## src/rtl/mmu_pkg.sv

```systemverilog
`timescale 1ns / 1ps

package mmu_pkg;

  localparam int CMD_W      = 2;
  localparam int IDX_PORT_W = 3;
  localparam int CFG_ADDR_W = 2;
  localparam int CFG_DATA_W = 4;
  localparam int PROD_W     = 32;

  localparam logic [CFG_DATA_W-1:0] DIM_RESET = 4'd8;

  localparam logic [CFG_ADDR_W-1:0] REG_ROWS_OF_A  = 2'd0;
  localparam logic [CFG_ADDR_W-1:0] REG_INNER_SIZE = 2'd1;
  localparam logic [CFG_ADDR_W-1:0] REG_COLS_OF_B  = 2'd2;

  typedef enum logic [CMD_W-1:0] {
    CMD_LOAD_A  = 2'd0,
    CMD_LOAD_B  = 2'd1,
    CMD_COMPUTE = 2'd2
  } cmd_t;

  typedef struct packed {
    logic valid;
    logic first;
    logic last;
  } mac_ctl_t;

endpackage

```

## src/rtl/mmu_if.sv

```systemverilog
`timescale 1ns / 1ps

interface mmu_item_if import mmu_pkg::*; #(
  parameter int ELEM_WIDTH = 16
) ();
  logic                         valid;
  logic                         ready;
  logic [CMD_W-1:0]             command;
  logic [IDX_PORT_W-1:0]        row_index;
  logic [IDX_PORT_W-1:0]        col_index;
  logic signed [ELEM_WIDTH-1:0] element_value;

  modport source (output valid, command, row_index, col_index, element_value, input ready);
  modport sink   (input valid, command, row_index, col_index, element_value, output ready);
endinterface

interface mmu_result_if import mmu_pkg::*; ();
  logic                     valid;
  logic                     ready;
  logic [IDX_PORT_W-1:0]    out_row;
  logic [IDX_PORT_W-1:0]    out_col;
  logic signed [PROD_W-1:0] product_value;
  logic                     last;

  modport source (output valid, out_row, out_col, product_value, last, input ready);
  modport sink   (input valid, out_row, out_col, product_value, last, output ready);
endinterface

interface mmu_cfg_if import mmu_pkg::*; ();
  logic                  valid;
  logic                  ready;
  logic [CFG_ADDR_W-1:0] addr;
  logic [CFG_DATA_W-1:0] data;

  modport source (output valid, addr, data, input ready);
  modport sink   (input valid, addr, data, output ready);
endinterface

```

## src/rtl/mmu_store.sv

```systemverilog
`timescale 1ns / 1ps

module mmu_store #(
  parameter int ADDR_W = 6,
  parameter int DATA_W = 16
) (
  input  logic              clk,
  input  logic              we,
  input  logic [ADDR_W-1:0] waddr,
  input  logic [DATA_W-1:0] wdata,
  input  logic [ADDR_W-1:0] raddr,
  output logic [DATA_W-1:0] rdata
);

  localparam int Depth = 1 << ADDR_W;

  logic [DATA_W-1:0] mem [Depth];

  always_ff @(posedge clk) begin
    if (we) begin
      mem[waddr] <= wdata;
    end
    rdata <= mem[raddr];
  end

endmodule

```

## src/rtl/mmu_mac.sv

```systemverilog
`timescale 1ns / 1ps

module mmu_mac import mmu_pkg::*; #(
  parameter int ELEM_WIDTH = 16,
  parameter int IDX_W      = 3
) (
  input  logic                     clk,
  input  logic                     rst,
  input  mac_ctl_t                 ctl,
  input  logic [ELEM_WIDTH-1:0]    a_data,
  input  logic [ELEM_WIDTH-1:0]    b_data,
  output logic                     done,
  output logic signed [PROD_W-1:0] result
);

  localparam int MulW = 2 * ELEM_WIDTH;
  localparam int AccW = MulW + IDX_W + 1;

  mac_ctl_t                 ctl_d1;
  mac_ctl_t                 ctl_d2;
  logic signed [MulW-1:0]   prod;
  logic signed [AccW-1:0]   acc;
  logic signed [AccW-1:0]   sum;
  logic signed [AccW-1:0]   acc_next;

  always_ff @(posedge clk) begin
    if (rst) begin
      ctl_d1 <= '0;
      ctl_d2 <= '0;
      done   <= 1'b0;
    end else begin
      ctl_d1 <= ctl;
      ctl_d2 <= ctl_d1;
      done   <= ctl_d2.valid && ctl_d2.last;
    end
  end

  always_ff @(posedge clk) begin
    prod <= $signed(a_data) * $signed(b_data);
    if (ctl_d2.valid) begin
      acc <= acc_next;
    end
  end

  assign sum = (ctl_d2.first ? AccW'(0) : acc) + AccW'(prod);

  // Very wide elements keep the running sum within plus or minus 2^61.
  generate
    if (MulW - 2 + IDX_W > 61) begin : g_clamp
      localparam logic signed [AccW-1:0] AccBound = AccW'(1) << 61;
      always_comb begin
        if (sum > AccBound) begin
          acc_next = AccBound;
        end else if (sum < -AccBound) begin
          acc_next = -AccBound;
        end else begin
          acc_next = sum;
        end
      end
    end else begin : g_noclamp
      assign acc_next = sum;
    end
  endgenerate

  generate
    if (AccW > PROD_W) begin : g_sat
      localparam logic signed [AccW-1:0] SatHi = (AccW'(1) << (PROD_W - 1)) - AccW'(1);
      localparam logic signed [AccW-1:0] SatLo = -(AccW'(1) << (PROD_W - 1));
      always_comb begin
        if (acc > SatHi) begin
          result = PROD_W'(SatHi);
        end else if (acc < SatLo) begin
          result = PROD_W'(SatLo);
        end else begin
          result = PROD_W'(acc);
        end
      end
    end else begin : g_ext
      assign result = PROD_W'(acc);
    end
  endgenerate

endmodule

```

## src/rtl/mmu_seq.sv

```systemverilog
`timescale 1ns / 1ps

module mmu_seq import mmu_pkg::*; #(
  parameter int MAX_DIM = 8,
  parameter int IDX_W   = 3
) (
  input  logic                  clk,
  input  logic                  rst,
  input  logic                  start,
  input  logic [CFG_DATA_W-1:0] rows_of_a,
  input  logic [CFG_DATA_W-1:0] inner_size,
  input  logic [CFG_DATA_W-1:0] cols_of_b,
  input  logic                  acc_done,
  input  logic                  out_free,
  output logic                  idle,
  output logic [2*IDX_W-1:0]    a_raddr,
  output logic [2*IDX_W-1:0]    b_raddr,
  output mac_ctl_t              ctl,
  output logic                  emit,
  output logic [IDX_W-1:0]      cur_row,
  output logic [IDX_W-1:0]      cur_col,
  output logic                  emit_last
);

  typedef enum logic [3:0] {
    S_IDLE = 4'b0001,
    S_RUN  = 4'b0010,
    S_WAIT = 4'b0100,
    S_EMIT = 4'b1000
  } state_t;

  state_t           state;
  logic [IDX_W-1:0] i;
  logic [IDX_W-1:0] j;
  logic [IDX_W-1:0] k;
  logic [IDX_W-1:0] lim_m;
  logic [IDX_W-1:0] lim_n;
  logic [IDX_W-1:0] lim_p;

  // A dimension of zero acts as one, anything above the store size as the store size.
  function automatic logic [IDX_W-1:0] lim_of(input logic [CFG_DATA_W-1:0] r);
    logic [IDX_W-1:0] v;
    if (r == '0) begin
      v = '0;
    end else if (32'(r) > MAX_DIM) begin
      v = IDX_W'(MAX_DIM - 1);
    end else begin
      v = IDX_W'(r - 1'b1);
    end
    return v;
  endfunction

  assign idle      = (state == S_IDLE);
  assign a_raddr   = {i, k};
  assign b_raddr   = {k, j};
  assign ctl.valid = (state == S_RUN);
  assign ctl.first = (k == '0);
  assign ctl.last  = (k == lim_n);
  assign emit      = (state == S_EMIT) && out_free;
  assign cur_row   = i;
  assign cur_col   = j;
  assign emit_last = (i == lim_m) && (j == lim_p);

  always_ff @(posedge clk) begin
    if (rst) begin
      state <= S_IDLE;
      i     <= '0;
      j     <= '0;
      k     <= '0;
      lim_m <= '0;
      lim_n <= '0;
      lim_p <= '0;
    end else begin
      case (state)
        S_IDLE: begin
          if (start) begin
            lim_m <= lim_of(rows_of_a);
            lim_n <= lim_of(inner_size);
            lim_p <= lim_of(cols_of_b);
            i     <= '0;
            j     <= '0;
            k     <= '0;
            state <= S_RUN;
          end
        end
        S_RUN: begin
          if (k == lim_n) begin
            k     <= '0;
            state <= S_WAIT;
          end else begin
            k <= k + 1'b1;
          end
        end
        S_WAIT: begin
          if (acc_done) begin
            state <= S_EMIT;
          end
        end
        S_EMIT: begin
          if (out_free) begin
            if (j == lim_p) begin
              j <= '0;
              if (i == lim_m) begin
                state <= S_IDLE;
              end else begin
                i     <= i + 1'b1;
                state <= S_RUN;
              end
            end else begin
              j     <= j + 1'b1;
              state <= S_RUN;
            end
          end
        end
        default: begin
          state <= S_IDLE;
        end
      endcase
    end
  end

endmodule

```

## src/rtl/matrix_multiply_unit.sv

```systemverilog
`timescale 1ns / 1ps

// Channel  Role  Payload
// item     sink  command, row_index, col_index, element_value
// result   src   out_row, out_col, product_value, last
// cfg      sink  addr (register index), data
//
// A load request is written to its store and the block stays ready for the next request.
// A compute request runs on the single shared multiply-accumulate pipeline: issue,
// store read, multiply, accumulate, then the sum is handed to the output register.
// Reset is synchronous, clears control and returns the dimension registers to eight;
// the stores hold no reset value. A stalled result holds the sequencer in its output step.

module matrix_multiply_unit import mmu_pkg::*; #(
  parameter int MAX_DIM    = 8,
  parameter int ELEM_WIDTH = 16
) (
  input  logic       clk,
  input  logic       rst,
  mmu_item_if.sink   item,
  mmu_result_if.source result,
  mmu_cfg_if.sink    cfg
);

  localparam int IdxW  = $clog2(MAX_DIM);
  localparam int AddrW = 2 * IdxW;

  logic [CFG_DATA_W-1:0]   rows_of_a;
  logic [CFG_DATA_W-1:0]   inner_size;
  logic [CFG_DATA_W-1:0]   cols_of_b;

  logic                    item_accept;
  logic                    in_range;
  logic                    we_a;
  logic                    we_b;
  logic                    start;
  logic [AddrW-1:0]        waddr;
  logic [AddrW-1:0]        a_raddr;
  logic [AddrW-1:0]        b_raddr;
  logic [ELEM_WIDTH-1:0]   a_data;
  logic [ELEM_WIDTH-1:0]   b_data;
  mac_ctl_t                ctl;
  logic                    mac_done;
  logic signed [PROD_W-1:0] mac_result;
  logic                    idle;
  logic                    emit;
  logic                    emit_last;
  logic                    out_free;
  logic [IdxW-1:0]         cur_row;
  logic [IdxW-1:0]         cur_col;

  assign cfg.ready = 1'b1;

  always_ff @(posedge clk) begin
    if (rst) begin
      rows_of_a  <= DIM_RESET;
      inner_size <= DIM_RESET;
      cols_of_b  <= DIM_RESET;
    end else if (cfg.valid) begin
      case (cfg.addr)
        REG_ROWS_OF_A:  rows_of_a  <= cfg.data;
        REG_INNER_SIZE: inner_size <= cfg.data;
        REG_COLS_OF_B:  cols_of_b  <= cfg.data;
        default: begin
        end
      endcase
    end
  end

  assign item.ready  = idle;
  assign item_accept = item.valid && item.ready;
  assign in_range    = (32'(item.row_index) < MAX_DIM) && (32'(item.col_index) < MAX_DIM);
  assign we_a        = item_accept && in_range && (item.command == CMD_LOAD_A);
  assign we_b        = item_accept && in_range && (item.command == CMD_LOAD_B);
  assign start       = item_accept && (item.command == CMD_COMPUTE);
  assign waddr       = {IdxW'(item.row_index), IdxW'(item.col_index)};

  mmu_store #(
    .ADDR_W (AddrW),
    .DATA_W (ELEM_WIDTH)
  ) u_store_a (
    .clk   (clk),
    .we    (we_a),
    .waddr (waddr),
    .wdata (item.element_value),
    .raddr (a_raddr),
    .rdata (a_data)
  );

  mmu_store #(
    .ADDR_W (AddrW),
    .DATA_W (ELEM_WIDTH)
  ) u_store_b (
    .clk   (clk),
    .we    (we_b),
    .waddr (waddr),
    .wdata (item.element_value),
    .raddr (b_raddr),
    .rdata (b_data)
  );

  mmu_seq #(
    .MAX_DIM (MAX_DIM),
    .IDX_W   (IdxW)
  ) u_seq (
    .clk        (clk),
    .rst        (rst),
    .start      (start),
    .rows_of_a  (rows_of_a),
    .inner_size (inner_size),
    .cols_of_b  (cols_of_b),
    .acc_done   (mac_done),
    .out_free   (out_free),
    .idle       (idle),
    .a_raddr    (a_raddr),
    .b_raddr    (b_raddr),
    .ctl        (ctl),
    .emit       (emit),
    .cur_row    (cur_row),
    .cur_col    (cur_col),
    .emit_last  (emit_last)
  );

  mmu_mac #(
    .ELEM_WIDTH (ELEM_WIDTH),
    .IDX_W      (IdxW)
  ) u_mac (
    .clk    (clk),
    .rst    (rst),
    .ctl    (ctl),
    .a_data (a_data),
    .b_data (b_data),
    .done   (mac_done),
    .result (mac_result)
  );

  assign out_free = !result.valid || result.ready;

  always_ff @(posedge clk) begin
    if (rst) begin
      result.valid <= 1'b0;
    end else if (emit) begin
      result.valid <= 1'b1;
    end else if (result.ready) begin
      result.valid <= 1'b0;
    end
  end

  always_ff @(posedge clk) begin
    if (emit) begin
      result.out_row       <= IDX_PORT_W'(cur_row);
      result.out_col       <= IDX_PORT_W'(cur_col);
      result.product_value <= mac_result;
      result.last          <= emit_last;
    end
  end

`ifndef ASSERT_OFF
  a_emit_into_free_slot : assert property (@(posedge clk) disable iff (rst)
    emit |-> out_free)
    else $error("result register overwritten while a result is waiting");

  a_compute_leaves_idle : assert property (@(posedge clk) disable iff (rst)
    start |=> !item.ready)
    else $error("compute request did not start the sequencer");

  a_last_returns_idle : assert property (@(posedge clk) disable iff (rst)
    (emit && emit_last) |=> item.ready)
    else $error("sequencer did not return to idle after the final element");

  a_done_not_idle : assert property (@(posedge clk) disable iff (rst)
    mac_done |-> !item.ready)
    else $error("accumulator finished while the sequencer was idle");
`endif

endmodule

```

## src/flat_wrapper.sv

```systemverilog
// flat-port wrapper written by rule: the top's interface ports become plain ports
module matrix_multiply_unit_flat import mmu_pkg::*;
#(
  parameter int MAX_DIM    = 8,
  parameter int ELEM_WIDTH = 16
)
  (clk, rst, item_valid, item_command, item_row_index, item_col_index, item_element_value, item_ready, result_valid, result_out_row, result_out_col, result_product_value, result_last, result_ready, cfg_valid, cfg_addr, cfg_data, cfg_ready);
  mmu_item_if #(.ELEM_WIDTH(ELEM_WIDTH)) item_i ();
  mmu_result_if result_i ();
  mmu_cfg_if cfg_i ();
  input  logic clk;
  input  logic rst;
  input wire logic [$bits(item_i.valid)-1:0] item_valid;
  input wire logic [$bits(item_i.command)-1:0] item_command;
  input wire logic [$bits(item_i.row_index)-1:0] item_row_index;
  input wire logic [$bits(item_i.col_index)-1:0] item_col_index;
  input wire logic [$bits(item_i.element_value)-1:0] item_element_value;
  output wire logic [$bits(item_i.ready)-1:0] item_ready;
  output wire logic [$bits(result_i.valid)-1:0] result_valid;
  output wire logic [$bits(result_i.out_row)-1:0] result_out_row;
  output wire logic [$bits(result_i.out_col)-1:0] result_out_col;
  output wire logic [$bits(result_i.product_value)-1:0] result_product_value;
  output wire logic [$bits(result_i.last)-1:0] result_last;
  input wire logic [$bits(result_i.ready)-1:0] result_ready;
  input wire logic [$bits(cfg_i.valid)-1:0] cfg_valid;
  input wire logic [$bits(cfg_i.addr)-1:0] cfg_addr;
  input wire logic [$bits(cfg_i.data)-1:0] cfg_data;
  output wire logic [$bits(cfg_i.ready)-1:0] cfg_ready;
  assign item_i.valid = item_valid;
  assign item_i.command = item_command;
  assign item_i.row_index = item_row_index;
  assign item_i.col_index = item_col_index;
  assign item_i.element_value = item_element_value;
  assign item_ready = item_i.ready;
  assign result_valid = result_i.valid;
  assign result_out_row = result_i.out_row;
  assign result_out_col = result_i.out_col;
  assign result_product_value = result_i.product_value;
  assign result_last = result_i.last;
  assign result_i.ready = result_ready;
  assign cfg_i.valid = cfg_valid;
  assign cfg_i.addr = cfg_addr;
  assign cfg_i.data = cfg_data;
  assign cfg_ready = cfg_i.ready;
  matrix_multiply_unit #(.MAX_DIM(MAX_DIM), .ELEM_WIDTH(ELEM_WIDTH)) u_core (.clk(clk), .rst(rst), .item(item_i), .result(result_i), .cfg(cfg_i));
endmodule
```

## config.mk

```make
export PLATFORM = sky130hd
export DESIGN_NAME = matrix_multiply_unit_flat
export DESIGN_NICKNAME = d
export VERILOG_FILES = /design/src/rtl/mmu_pkg.sv /design/src/rtl/mmu_if.sv /design/src/rtl/mmu_store.sv /design/src/rtl/mmu_mac.sv /design/src/rtl/mmu_seq.sv /design/src/rtl/matrix_multiply_unit.sv /design/src/flat_wrapper.sv
export SDC_FILE = /design/constraint.sdc
export NUM_CORES = 2
export LEC_CHECK = 0
export ABC_AREA = 1
export BUFFER_PORTS_ARGS = -buffer_cell sky130_fd_sc_hd__clkbuf_2
export CORE_AREA = 2 2 454 456
export CTS_CLUSTER_SIZE = 30
export DETAILED_ROUTE_END_ITERATION = 12
export DIE_AREA = 0 0 456 458
export PLACE_DENSITY_LB_ADDON = 0.1
export SLEW_MARGIN = 20
export SYNTH_ARGS = -nofsm -noshare
export SYNTH_HDL_FRONTEND = slang
export SYNTH_HIERARCHICAL = 1
export SYNTH_SLANG_ARGS = --single-unit
```

## constraint.sdc

```tcl
create_clock -name clk -period 7.69 [get_ports clk]
set_input_delay 1.1535 -clock clk [delete_from_list [all_inputs] [get_ports clk]]
set_output_delay 1.1535 -clock clk [all_outputs]
set_load 0.03 [all_outputs]
```

* After elaboration in Yosys (flattened, before gate mapping) *
Memory sizes are Yosys's and may differ from the RTL's. A register that Yosys moved wholly into a read port is not among the register bits.
Cells that the tools add are included.

word-level totals
  register bits = 149
  bits in writable memories = 2048
  bits of input ports = 35
  output and inout port bits = 42
  word-level logic and storage cells = 113
  memories = 2

memories
  name                  depth  bits a word  rd ports  clocked after memory_dff  wr ports  RTL line         text
  u_core.u_store_a.mem  64     16           1         1                         1         mmu_store.sv:17  logic [DATA_W-1:0] mem [Depth];
  u_core.u_store_b.mem  64     16           1         1                         1         mmu_store.sv:17

cells by class
  add/subtract/negate cells = 7
  $mul = 1
  $lt $le $gt $ge = 5
  equality and inequality tests = 17
  mux-type cells = 31
  reduce and logical (&&, ||, !) cells = 26

operators with widths
  operator                number
  $mux W3                 13
  $add A36 B32 Y36        1
  $gt A36 B32 Y1 const B  1
  $lt A36 B32 Y1 const B  1
  $mux W36                1
  $mul A16 B16 Y32        1
  $mux W32                1
  $mux W4                 5
  $pmux W3 S2             3
  $pmux W4 S4             1
  $gt A4 B4 Y1 const B    3
  $logic_not A4 Y1        3
  $ne A2 B2 Y1 const B    5
  $reduce_and A2 Y1       5
  $add A3 B1 Y3 const B   3
  $eq A3 B3 Y1            3
  $sub A3 B1 Y3 const B   3
  $logic_and A1 B1 Y1     7
  $mux W1                 6
  $reduce_bool A2 Y1      3
  $reduce_and A5 Y1       1
  $eq A2 B1 Y1 const B    2
  $eq A2 B2 Y1 const B    2
  $eq A4 B1 Y1 const B    1
  11 further kinds        12

* Logic depth before layout (Yosys ltp) *
  depth after elaboration = 5
  mapped depth = 28

* By module *
The synthesis kept the hierarchy.

modules (own cells, without submodules)
  module                instances  cells an instance  area an instance (sq um)  sequential area each (sq um)
  mmu_store             2          3517               42099.1                   31069.8
  mmu_mac               1          2238               15979.1                   1861.8
  matrix_multiply_unit  1          127                1755.4                    1431.4
  mmu_seq               1          218                1470.2                    440.4

* Least setup slack after synthesis *
OpenSTA, ideal clock, no wires.

  path kind = register to register
  start = reg u_core.u_store_b.rdata[3] (read register of u_core.u_store_b.mem)
  end = reg u_core.u_mac.prod[24]
  library setup time = 0.113 ns
  arrival = 5.393 ns
  slack = 2.184 ns
  cell stages (with the launch flop) = 25
  clock period less this slack = 5.506 ns
  cell sequence = dfxtp_1 > clkbuf_1 > clkbuf_1 > nand2_1 > inv_1 > fa_1 > fa_1 > inv_1 > fa_1 > fa_1 > inv_1 > fa_1 > inv_1 > fa_1 > inv_1 > ha_1 > nand2_1 > nor2_1 > inv_1 > nor2_1 > nand3_1 > nand3_1 > nand2_1 > inv_1 > nor2_1

on the way
  word-level cells in the longest chain between the ends = 1

ends and longest elaborated chain
  what                  RTL line         text
  from (decl)           mmu_store.sv:12  output logic [DATA_W-1:0] rdata
  $mul A16 B16 Y32      mmu_mac.sv:39    prod <= $signed(a_data) * $signed(b_data);
  to (signal assigned)  mmu_mac.sv:39
  to (decl)             mmu_mac.sv:21    logic signed [MulW-1:0] prod;

Every way passes these cells.
A chain may end at the register's enable or synchronous reset.

* Final worst setup path *
  start = reg u_core.u_store_b.rdata[4] (read register of u_core.u_store_b.mem)
  end = reg u_core.u_mac.prod[25]

The elaborated chain is that of the path after synthesis.

==> impl_metrics.csv <==
group,metric,value,unit
synth,yosys-top-cells-area,"edfxtp_1 62%, nand2_1 12%, nand3_1 8.8%",
timing,fin_crit,6.12,ns
clock_tree,clkSinkCount,2229,
timing,maxSlewHeadroom,17.9,%
die,coreArea,204000,sq um
route,drt_iter0_drc,7031,
die,die_area,209000,sq um
synth,ys.warnings.count,6,
cells_and_area,post-route-util,55.6,%
die,rows,166,
global_routing,antenna_found_initial,11,
global_routing,grtUsageTotal,26.5,%
timing,setup_violations,0,
route,wire_per_inst,22.4,microns
clock_tree,post-cts-setup-buffers,0,
synth,synth_edf_count,2123,
die,start_util,50.7,%
route,drc,0,
critical_path,crit_path_start_kind,"flip-flop",
placed_design,gp_congestion,0.903,
clock_tree,clockBufferDepth,3,
hold_path,hp-class,"reg2reg",
cells_and_area,area_growth,9.54,%
synth,yosysTopAreaCell,"edfxtp_1",
critical_path,crit_fanout,16,
hold_path,hp-start,"u_core/u_mac/ctl_d1[2]$_SDFF_PP0_",
synth,synth.cell_area,103000,sq um
route,num_vias,69300,
clock_tree,htreeDepth,4,
clock_tree,clk_latency,0.89,ns
synth,netlist_instances,9617,
die,ios,77,
cells_and_area,multi_input_area,31700,sq um
critical_path,startpoint,"u_core/u_store_b/rdata[4]$_DFF_P_",
timing,rsz0062_at_grt,"false",
cells_and_area,nets,10000,
clock_tree,cts_tree,"yes",
synth,ys.flop_type,"edfxtp_1",
flow_run,drv_cap,0,
route,wl,280000,microns
timing,hold_viol,0,
route,drt_first_pass_iters,6,
route,ant_nets,0,
global_routing,grt_pass1_wl,420000,microns
synth,synth_commonest_cells,"3,294 x nand2_1, 2,123 x edfxtp_1, 1,821 x nand3_1",
synth,async_reset_ff_share,0,%
clock_tree,cts_resized,0,
route,via_per_inst,5.55,
timing,tightest_slew,1.23,ns
critical_path,crit_required,8.45,ns
synth,yosysUniqueCellTypes,46,
synth,synth_nets,10000,
timing,clock_skew,0.0612,ns
cells_and_area,drive_above_1_share,7.20,%
synth,synth_top_area_share,61.7,%
clock_tree,cts-buffers-inserted,228,
global_routing,grt_pass1_vias,66600,
timing,final_max_slew_viol_count,0,
clock_tree,cts_root_buf,"clkbuf_16",
synth,syn_area_per_cell,10.8,sq um
placed_design,portBuffers,75,
status,outcome,"finished, final reports clean",
placed_design,dp_hpwl,163000,microns
critical_path,rr_startpoint,"u_core/u_store_b/rdata[4]$_DFF_P_",
critical_path,worstPathArrival,6.88,ns
cells_and_area,n_fill_cell,17400,
die,die_h,458,microns
critical_path,cp-end-kind,"flip-flop",
timing,fin_crit_sh,79.6,%
clock_tree,clk_pin_slew_worst_paths,0.06,ns
critical_path,crit_type,"reg2reg",
die,die_w,456,microns
synth,ys_seq_area_share,63.7,%
global_routing,grt_overflow_total,0,
cells_and_area,seq_area,65900,sq um
timing,fin_tns_setup,0,ns
synth,synth_most_common_cell,"nand2_1",
synth,ys_seq_elements,2229,
timing,fmax,163,MHz
global_routing,grt_start_max_net_pins,243,
clock_tree,postCtsHoldBufs,0,
## worst max-delay path, cell delays in order, from the launching register on
cell and delay [ns]:
dfxtp_1 0.72, nand2_1 0.27, fa_1 0.58, inv_1 0.07, fa_1 0.79, inv_1 0.19
fa_1 0.45, fa_1 0.55, inv_1 0.05, fa_1 0.47, inv_1 0.06, fa_1 0.54
inv_1 0.04, ha_1 0.38, nand2_1 0.12, nor2_1 0.18, inv_1 0.08, nor3_1 0.18
o21ai_0 0.16, nand4_1 0.10, nand2_1 0.06
## state kept, by name, indices dropped and copies added (netlist names), 4 cells and up
| signal | cells |
|---|---|
| u_core/u_store_a/mem | 1024 |
| u_core/u_store_b/mem | 1024 |
| u_core/u_mac/acc | 36 |
| u_core/result.product_value | 32 |
| u_core/u_mac/prod | 32 |
| u_core/u_store_a/rdata | 16 |
| u_core/u_store_b/rdata | 16 |
| u_core/cols_of_b | 4 |
| u_core/inner_size | 4 |
| u_core/rows_of_a | 4 |
| u_core/u_seq/state | 4 |
## metrics by stage
| stage | setup slack, ns | cells | hold WS [ns] | area [sq um] |
|---|---|---|---|---|
| after floorplan | 2.18 | 9617 | 0.388 | 103000 |
| after global placement | 1.61 | 12000 | 0.385 | 106000 |
| after detailed placement | 1.49 | 12000 | 0.389 | 106000 |
| after CTS | 1.56 | 12500 | 0.399 | 113000 |
| after global routing | 1.16 | 12500 | 0.417 | 113000 |
| final | 1.57 | 12500 | 0.397 | 113000 |
## kinds of logic after synthesis
| family | synth area share (%) |
|---|---|
| and+or+nand+nor | 22.7 |
| DFF | 63.7 |
| buffers and inverters | 5.82 |
| adders and majority gates | 6.59 |
| AOI/OAI and AO/OA | 0.748 |
| xor gates and xnor gates | 0.440 |
| other | 0.00363 |
## per-layer routing
metal,wire [microns],track usage (%),up-vias
met5,0,0,-
met4,9040,8.78,0
met3,20400,3.90,420
met2,128000,41.4,2529
met1,122000,38.3,34100
li1,-,-,32300
## cell type report
class                   count  area share (%)
clock inverters           143            1.13
inverters                 736            2.49
clock buffers             283            5.43
diodes                      8          0.0177
multi-input cells        6118            28.0
well taps                2688            2.97
repair buffers            279            1.83
flip-flops and latches   2229            58.2
## placed cells by master, fill, tap and decap left out, types with 19 or more instances in the layout
| cell type | Yosys | layout |
|---|---|---|
| nand3_1 | 1821 | 1821 |
| nand4_1 | 38 | 38 |
| clkinv_1 | 1 | 58 |
| nor3_1 | 19 | 19 |
| clkinv_2 | 0 | 47 |
| inv_1 | 724 | 721 |
| clkbuf_16 | 0 | 237 |
| dfxtp_1 | 106 | 98 |
| ha_1 | 124 | 124 |
| a21oi_1 | 94 | 94 |
| clkbuf_2 | 0 | 59 |
| buf_4 | 48 | 206 |
| clkbuf_1 | 119 | 41 |
| nor2_1 | 297 | 288 |
| o21ai_0 | 20 | 20 |
| xor2_1 | 39 | 39 |
| fa_1 | 263 | 263 |
| nand2_1 | 3294 | 3294 |
| edfxtp_1 | 2123 | 2123 |
## final timing paths
check	cells after the start	endpoint	slack [ns]
hold / removal	2	u_core/u_mac/ctl_d2[2]$_SDFF_PP0_	0.40
hold reg to reg	2	u_core/u_mac/ctl_d2[2]$_SDFF_PP0_	0.40
setup / recovery	20	u_core/u_mac/prod[25]$_DFF_P_	1.57
setup reg to reg	20	u_core/u_mac/prod[25]$_DFF_P_	1.57
Power is left out: the tool's default activity adds up to more than one toggle a clock period on the data nets, which glitch-free logic cannot reach.
